File: src/design/crmt_pkg.sv
// crmt_pkg: shared types and constants for the collective rule match table.
// Used by crmt_rule_mem, crmt_match and collective_rule_match_table_top.
package crmt_pkg;

    localparam int HIT_W  = 6;
    localparam int MASK_W = 8;

    localparam logic [MASK_W-1:0] MASK_RESET = 8'd25;

    localparam logic MODE_ADD    = 1'b0;
    localparam logic MODE_LOOKUP = 1'b1;

    typedef enum logic [1:0] {
        ST_OK   = 2'd0,
        ST_MISS = 2'd1,
        ST_FULL = 2'd2
    } status_t;

    // one stored rule: the match fields only
    typedef struct packed {
        logic [31:0] src;
        logic [31:0] dst;
        logic [2:0]  prim;
        logic [15:0] arg;
    } rule_t;

endpackage

File: src/design/crmt_match.sv
// crmt_match: compares one stored rule against the lookup key.
// Argument compare is skipped when the key's primitive bit is set in the mask.
// Depends on crmt_pkg.
module crmt_match (
    input  crmt_pkg::rule_t               rule,
    input  crmt_pkg::rule_t               key,
    input  logic [crmt_pkg::MASK_W-1:0]   mask,
    output logic                          hit
);

    logic addr_eq;
    logic prim_eq;
    logic arg_ok;

    always_comb
    begin
        addr_eq = (rule.src == key.src) && (rule.dst == key.dst);
        prim_eq = (rule.prim == key.prim);
        arg_ok  = mask[key.prim] || (rule.arg == key.arg);
        hit     = addr_eq && prim_eq && arg_ok;
    end

endmodule

File: config.mk
export PLATFORM = sky130hd
export DESIGN_NAME = crmt_match
export DESIGN_NICKNAME = d
export VERILOG_FILES = /design/src/design/crmt_pkg.sv /design/src/design/crmt_match.sv
export SDC_FILE = /design/constraint.sdc
export NUM_CORES = 1
export LEC_CHECK = 0
export ABC_AREA = 1
export BUFFER_PORTS_ARGS = -buffer_cell sky130_fd_sc_hd__clkbuf_2
export CAP_MARGIN = 20
export CORE_MARGIN = 3
export CORE_UTILIZATION = 36
export DETAILED_ROUTE_END_ITERATION = 6
export PLACE_DENSITY = 0.93
export SLEW_MARGIN = 20
export SYNTH_ARGS = -nofsm -noshare
export SYNTH_HDL_FRONTEND = slang
export SYNTH_SLANG_ARGS = --single-unit
File: constraint.sdc
create_clock -name vclk -period 0.9
set_clock_uncertainty 0.1 [all_clocks]
set_input_delay 0.045 -clock vclk [all_inputs]
set_output_delay 0.045 -clock vclk [all_outputs]
set_load 0.02 [all_outputs]
==> results of run 1 <==
-- per-stage QoR --
| step | total power, uW | cell area [um^2] | hold WS [ns] | setup TNS (ns) |
|---|---|---|---|---|
| detailed placement | 967.2 | 2520 | 0.5339 | -0.3821 |
| global route | 1215 | 2701 | 0.5782 | -0.5181 |
| global placement | 931.7 | 2520 | 0.5380 | -0.3956 |
| CTS | 978.1 | 2546 | 0.5367 | -0.3345 |
| finish | 1064 | 2701 | 0.5263 | -0.3915 |
| floorplan | 459.0 | 1567 | 0.2654 | 0 |
-- layout make-up --
class                      count  share of cell area (%)
inverter                      91                   12.64
multi-input combinational    277                   47.11
tap                           50                   2.316
timing repair buffer         177                   37.93
-- worst paths after layout --
kind / startpoint / endpoint / slack [ns] / cells after the start
hold / removal: rule[16] / hit / 0.53 / 7
setup / recovery: key[57] / hit / -0.39 / 11
-- cells by family (layout without fill, tap and decap cells) --
| kind of cell | count (synthesis) | after routing |
|---|---|---|
| AOI/OAI and AO/OA | 6 | 6 |
| xor gates and xnor gates | 33 | 33 |
| buffers and inverters | 91 | 268 |
| and+or+nand+nor | 238 | 238 |
-- layer usage --
metal | share of wire [%] | track usage, %
met1 | 36 | 18.88
met2 | 54 | 42.24
met3 | 9.3 | 2.909
met4 | 1.3 | 1.879
met5 | 0 | 0
-- Yosys cell counts (all sizes together) --
cell and number:
nand3 2, inv 91, xor2 3, nor2 63, o211ai 2, nand2 173
xnor2 30, o21ai 4
-- worst min-delay path: stages --
cell and delay (ns):
clkbuf_2 0.08, xnor2_1 0.06, nand3_1 0.07, nor2_2 0.05
nand3_1 0.08, nor2_2 0.05, clkbuf_8 0.14
-- repair_timing --
item,4_1_cts,5_1_grt
buffers inserted,0,0
hold buffers,0,0
endpoints found under the setup margin,1,1
gates resized for setup,7,38
pin swaps,3,39
-- power groups by stage --
stage               combinational (uW)  sequential (uW)  clock [uW]
finish                            1060                0           0
global route                      1220                0           0
CTS                                978                0           0
detailed placement                 967                0           0
global placement                   932                0           0
floorplan                          459                0           0
==> impl_metrics.env, run 1 <==
export IMPL_cp_end_kind="output pin"
export IMPL_grt_max_degree=7
export IMPL_grt_pass1_wl_mm=8.611
export IMPL_final_common_cell="nand2_1"
export IMPL_netlist_area_leader_share_pct=41.52
export IMPL_start_kind="input port"
export IMPL_area_delta_synth_final_pct=72.72
export IMPL_path_max_fanout=2
export IMPL_hp_class="input port to output pin"
export IMPL_crit_arrival_ns=1.15
export IMPL_clkbuf_count=0
export IMPL_critPathTopFamily="simple AND/OR/NAND/NOR gates"
export IMPL_synth_area_leaders="nand2_1 42%, inv_1 22%, xnor2_1 17%"
export IMPL_place_ws_ns=-0.3821
export IMPL_switchingPower_uw=473.0
export IMPL_drc=0
export IMPL_report_final_slew_viol_count=0
export IMPL_fillers=365
export IMPL_finalCriticalPeriod_ns=1.292
export IMPL_synthMuxAreaShare_pct=0
export IMPL_ys_warn_count=0
export IMPL_die_w_um=71.91
export IMPL_n_antenna_cell=0
export IMPL_path_cells="buf_6 > nor2_2 > nor2_1 > nor2_1 > nand2_1 > nor2_1 > nand2_1 > nor2_2 > nand2_1 > nor2_2 > clkbuf_8"
export IMPL_p_per_area_nw_per_um2=394.0
export IMPL_drtIter0Drc=46
export IMPL_cp_slowest_cell="clkbuf_8"
export IMPL_fmax_mhz=774.3
export IMPL_dieHeight_um=71.91
export IMPL_ant_nets=0
export IMPL_slowest_delay_ns=0.16
export IMPL_final_util_pct=66.11
export IMPL_pwr_share_comb_pct=100.0
export IMPL_violations="negative setup slack"
export IMPL_avgSynthCellArea_um2=4.250
export IMPL_hold_violations=0
export IMPL_synthAdderAreaFrac_pct=0
export IMPL_instances_no_fill=595
export IMPL_grt_pass1_vias=2390
export IMPL_syn_inst=368
export IMPL_multi_input_area_um2=1272
export IMPL_ir_drop_uv=232.2
export IMPL_seq_area_um2=0
export IMPL_synthSimpleGateAreaFrac_pct=57.44
export IMPL_grt_overflow=0
export IMPL_synth_compound_area_share_pct=2.240
export IMPL_synth_xor_area_share_pct=18.48
export IMPL_syn_nets=542
export IMPL_routedWlPerCell_um=9.412
export IMPL_pwr_share_clk_pct=0
export IMPL_relSlewSlack_pct=88.27
export IMPL_leakagePower_uw=0.001905
export IMPL_initial_core_util_pct=38.27
export IMPL_vias=2562
export IMPL_yosysTopAreaCell="nand2_1"
export IMPL_dp_hpwl_mm=4.831
export IMPL_n_sequential_cell=0
export IMPL_rows=23
export IMPL_die_area_um2=5171
export IMPL_final_nets=721
export IMPL_worst_pin_slew_ns=0.1747
export IMPL_status="complete, but fails checks"
export IMPL_antenna_found_initial=0
export IMPL_finalWeightedCongestion=0.7711
export IMPL_dr_pass1_iters=4
export IMPL_pwr_share_seq_pct=0
export IMPL_core_area_um2=4086
export IMPL_finalCritPeriodShare_pct=143.5
export IMPL_dp_cells=595
export IMPL_pin_count=175
export IMPL_synth_top_family_by_area="simple AND/OR/NAND/NOR gates"
export IMPL_final_cell_mix="169 x nand2_1, 154 x clkbuf_2, 86 x inv_1, 51 x nor2_1, 29 x xnor2_1"
export IMPL_path_buf_inv=2
export IMPL_grt_usage_pct=19.27
export IMPL_p_int_uw=591.4
export IMPL_via_per_inst=4.306
export IMPL_maxCapViolCount=0
export IMPL_swShare_pct=44.44
export IMPL_setup_viol=1
export IMPL_rsz0062_at_grt="true"
export IMPL_wl_mm=5.600
export IMPL_fin_ws_ns=-0.3915
export IMPL_port_buffers=175
export IMPL_drive_gt1_share_pct=36.51
export IMPL_synthDistinctLibCells=10
export IMPL_netlist_area_um2=1564
export IMPL_cp_required_ns=0.75
export IMPL_path_class="input port to output pin"
export IMPL_seq_area_frac_synth_pct=0
Note: power is estimated with default switching activity, not from simulation.
==> run 2, diff against run 1 <==
==> constraint.sdc (replaced) <==
create_clock -name vclk -period 0.9
set_clock_uncertainty 0.1 [all_clocks]
set_input_delay 0.18 -clock vclk [all_inputs]
set_output_delay 0.18 -clock vclk [all_outputs]
set_load 0.02 [all_outputs]
==> impl_metrics.env, run 2 (synthesized netlist as in run 1, its figures left out) <==
export IMPL_core_area_um2=4086
export IMPL_ir_drop_uv=216.9
export IMPL_holdCritStartpoint="rule[32]"
export IMPL_rsz0062_at_grt="true"
export IMPL_vias=2489
export IMPL_fmax_mhz=676.9
export IMPL_hp_class="input port to output pin"
export IMPL_violations="negative setup slack"
export IMPL_cts_setup_buffers=0
export IMPL_n_antenna_cell=0
export IMPL_hold_violations=0
export IMPL_grt_max_degree=7
export IMPL_via_per_inst=4.190
export IMPL_n_sequential_cell=0
export IMPL_multi_input_area_um2=1260
export IMPL_hold_end="hit"
export IMPL_p_per_area_nw_per_um2=385.3
export IMPL_grt_pass1_vias=2185
export IMPL_status="complete, but fails checks"
export IMPL_final_nets=720
export IMPL_dieHeight_um=71.91
export IMPL_crit_arrival_ns=1.20
export IMPL_pin_count=175
export IMPL_ant_nets=0
export IMPL_dp_cells=594
export IMPL_drtIter0Drc=31
export IMPL_grt_pass1_wl_mm=7.962
export IMPL_seq_area_um2=0
export IMPL_finalInstanceArea_um2=2601
export IMPL_cts_hold_repair_buffers=0
export IMPL_final_common_cell="nand2_1"
export IMPL_die_area_um2=5171
export IMPL_finalCritPeriodShare_pct=164.2
export IMPL_dr_pass1_iters=4
export IMPL_fillers=378
export IMPL_start_kind="input port"
export IMPL_dp_hpwl_mm=4.904
export IMPL_cp_end_kind="output pin"
export IMPL_initial_core_util_pct=38.27
export IMPL_instances_no_fill=594
export IMPL_final_util_pct=63.66
export IMPL_die_w_um=71.91
export IMPL_placed_cell_area_um2=2517
export IMPL_finalPower_uw=1002
export IMPL_holdPathStages=7
export IMPL_report_final_slew_viol_count=0
export IMPL_antenna_found_initial=0
export IMPL_relSlewSlack_pct=86.66
export IMPL_path_max_fanout=2
export IMPL_finalWeightedCongestion=0.8476
export IMPL_grt_usage_pct=17.92
export IMPL_maxCapViolCount=0
export IMPL_area_delta_synth_final_pct=66.32
export IMPL_grt_overflow=0
export IMPL_drc=0
export IMPL_leakagePower_uw=0.001884
export IMPL_fin_ws_ns=-0.5774
export IMPL_finalCriticalPeriod_ns=1.477
export IMPL_worst_pin_slew_ns=0.1993
export IMPL_clkbuf_count=0
export IMPL_port_buffers=175
export IMPL_final_cell_mix="173 x nand2_1, 167 x clkbuf_2, 89 x inv_1, 57 x nor2_1, 28 x xnor2_1"
export IMPL_wl_mm=5.186
export IMPL_drive_gt1_share_pct=34.38
export IMPL_rows=23
export IMPL_path_class="input port to output pin"
export IMPL_cp_required_ns=0.62
export IMPL_setup_viol=1
export IMPL_routedWlPerCell_um=8.731
export IMPL_fin_hold_ws_ns=0.7877
## run 2: cell count changes in the layout (fill, tap and decap cells not counted), moves of 3 or more
cell and delta:
inv_2 -3, nor2_2 -6, nand2_1 +4, nor2_1 +6, clkbuf_2 +13, inv_1 +3
buf_6 -13, nand2_2 -4
## run 2: how the worst max path moves through the flow
stage / slack [ns] / cells after the start / endpoint / startpoint
2_1_floorplan: -0.25 / 9 / hit / key[18]
3_3_place_gp: -0.62 / 9 / hit / key[74]
3_5_place_dp: -0.62 / 12 / hit / key[60]
4_1_cts: -0.59 / 12 / hit / key[58]
5_1_grt: -0.68 / 12 / hit / key[67]
6_report: -0.58 / 12 / hit / key[58]
## run 2: what timing repair did
action,in CTS,in global routing
pin swaps,1,7
gates resized for setup,4,15
endpoints found under the setup margin,1,1
## run 2: area by class of cell
class,instances,area share [%]
multi-input cells,277,48.44
well taps,50,2.405
repair buffers,176,36.03
inverters,91,13.13
## run 2: worst max-delay path, stage by stage
cell      delay [ns]
clkbuf_2        0.09
inv_1           0.03
nand2_1         0.04
nand2_1         0.05
nor2_1          0.10
nand2_1         0.07
nor2_2          0.13
nand2_1         0.06
nor2_1          0.12
nand2_1         0.10
nor2_4          0.10
buf_8           0.11
## run 2: where the power goes
part / switching (uW) / internal (uW) / total, uW
Sequential: 0 / 0 / 0
Clock: 0 / 0 / 0
Combinational: 453 / 550 / 1000
## run 2: stage by stage
step	setup WS, ns	setup TNS (ns)
after global routing	-0.6825	-0.6825
final	-0.5774	-0.5774
after detailed placement	-0.6199	-0.6199
after CTS	-0.5856	-0.5856
after floorplan	-0.2508	-0.2508
after global placement	-0.6170	-0.6170
## run 2: metal layers
metal,global-route usage (%),wire (um)
met4,1.461,63
met1,17.21,1804
met3,2.216,503
met2,40.20,2814
met5,0,0
==> run 3, diff against run 2 <==
--- a/config.mk
+++ b/config.mk
@@ -8,7 +8,7 @@
 export ABC_AREA = 1
 export BUFFER_PORTS_ARGS = -buffer_cell sky130_fd_sc_hd__clkbuf_2
 export CAP_MARGIN = 20
-export CORE_MARGIN = 3
+export CORE_MARGIN = 2
 export CORE_UTILIZATION = 36
 export DETAILED_ROUTE_END_ITERATION = 6
 export PLACE_DENSITY = 0.93
==> impl_metrics.env, run 3 (synthesized netlist as in run 1, its figures left out) <==
export IMPL_crit_cells=9
export IMPL_final_cell_mix="171 x nand2_1, 171 x clkbuf_2, 89 x inv_1, 59 x nor2_1, 29 x xnor2_1"
export IMPL_grt_pass1_wl_mm=8.300
export IMPL_dp_hpwl_mm=4.698
export IMPL_slowest_delay_ns=0.21
export IMPL_dieHeight_um=69.91
export IMPL_fin_hold_ws_ns=0.7952
export IMPL_area_delta_synth_final_pct=64.72
export IMPL_status="complete, but fails checks"
export IMPL_ant_nets=0
export IMPL_report_final_slew_viol_count=0
export IMPL_via_per_inst=4.190
export IMPL_die_w_um=69.91
export IMPL_start_kind="input port"
export IMPL_die_area_um2=4887
export IMPL_pin_count=175
export IMPL_grt_max_degree=7
export IMPL_hp_class="input port to output pin"
export IMPL_drc=0
export IMPL_antenna_found_initial=0
export IMPL_cp_slowest_cell="xnor2_1"
export IMPL_fillers=386
export IMPL_violations="negative setup slack"
export IMPL_holdPathStages=7
export IMPL_p_per_area_nw_per_um2=384.7
export IMPL_finalCritPeriodShare_pct=161.1
export IMPL_core_area_um2=4086
export IMPL_grt_pass1_vias=2287
export IMPL_relSlewSlack_pct=86.45
export IMPL_ir_drop_uv=217.1
export IMPL_rsz0062_at_grt="true"
export IMPL_leakagePower_uw=0.001877
export IMPL_routedWlPerCell_um=8.578
export IMPL_dr_pass1_iters=4
export IMPL_maxCapViolCount=0
export IMPL_rows=23
export IMPL_grt_usage_pct=19.18
export IMPL_crit_arrival_ns=1.17
export IMPL_critPathTopFamily="simple AND/OR/NAND/NOR gates"
export IMPL_n_antenna_cell=0
export IMPL_finalCriticalPeriod_ns=1.450
export IMPL_final_nets=721
export IMPL_hold_violations=0
export IMPL_path_buf_inv=2
export IMPL_wl_mm=5.104
export IMPL_grt_overflow=0
export IMPL_drive_gt1_share_pct=34.31
export IMPL_fmax_mhz=689.7
export IMPL_vias=2493
export IMPL_fin_ws_ns=-0.5499
export IMPL_path_max_fanout=1
export IMPL_port_buffers=175
export IMPL_clkbuf_count=0
export IMPL_cp_end_kind="output pin"
export IMPL_setup_viol=1
export IMPL_drtIter0Drc=40
export IMPL_cp_startpoint="key[53]"
export IMPL_path_cells="clkbuf_2 > xnor2_1 > nand2_1 > nor2_1 > nand2_1 > nor2_2 > nand2_2 > nor2_4 > buf_8"
export IMPL_n_sequential_cell=0
export IMPL_cp_required_ns=0.62
export IMPL_path_class="input port to output pin"
export IMPL_initial_core_util_pct=38.27
export IMPL_cpMostUsedCell="nand2_1"
export IMPL_final_util_pct=63.04
export IMPL_holdCritStartpoint="rule[16]"
export IMPL_finalWeightedCongestion=0.8488
export IMPL_worst_pin_slew_ns=0.2019
export IMPL_seq_area_um2=0
[run 3: cell count changes in the layout (fill, tap and decap cells not counted), sizes merged]
cell    before  now
clkbuf     167  171
buf          9    6
[run 3: layout make-up]
type                            instances  area (um^2)  share of cell area (%)
Multi-Input combinational cell        277         1252                   48.62
Tap cell                               50        62.56                   2.428
Inverter                               91        341.6                   13.26
Timing Repair Buffer                  177        919.6                   35.70
[run 3: path summary, 6_finish.rpt]
path | end | slack (ns)
setup / recovery | hit | -0.55
hold / removal | hit | 0.80
[run 3: timing repair]
item | in CTS | in global routing
buffers inserted | 0 | 0
pin swaps | 5 | 8
endpoints found under the hold margin | 0 | 0
endpoints found under the setup margin | 1 | 1
hold buffers | 0 | 0
resized for setup | 5 | 9
cloned | 0 | 0
[run 3: metal layers]
metal  wire length, um  global-route usage (%)
met1              1795                   18.60
met2              2825                   41.90
met3               428                   2.309
met4                55                   3.419
met5                 0                       0
[run 3: where the power goes]
part	internal, uW	total (uW)	switching [uW]
Combinational	539	991	452
Clock	0	0	0
Sequential	0	0	0
[run 3: stage by stage]
stage / instances / setup slack (ns) / total power, uW / TNS [ns] / area, um^2
final: 595 / -0.5499 / 991.0 / -0.5499 / 2576
after global routing: 595 / -0.6640 / 1141 / -0.6640 / 2576
after CTS: 595 / -0.5807 / 978.6 / -0.5807 / 2541
after detailed placement: 595 / -0.6217 / 972.1 / -0.6217 / 2525
after global placement: 595 / -0.6154 / 931.6 / -0.6154 / 2525
after floorplan: 368 / -0.2508 / 459.0 / -0.2508 / 1572
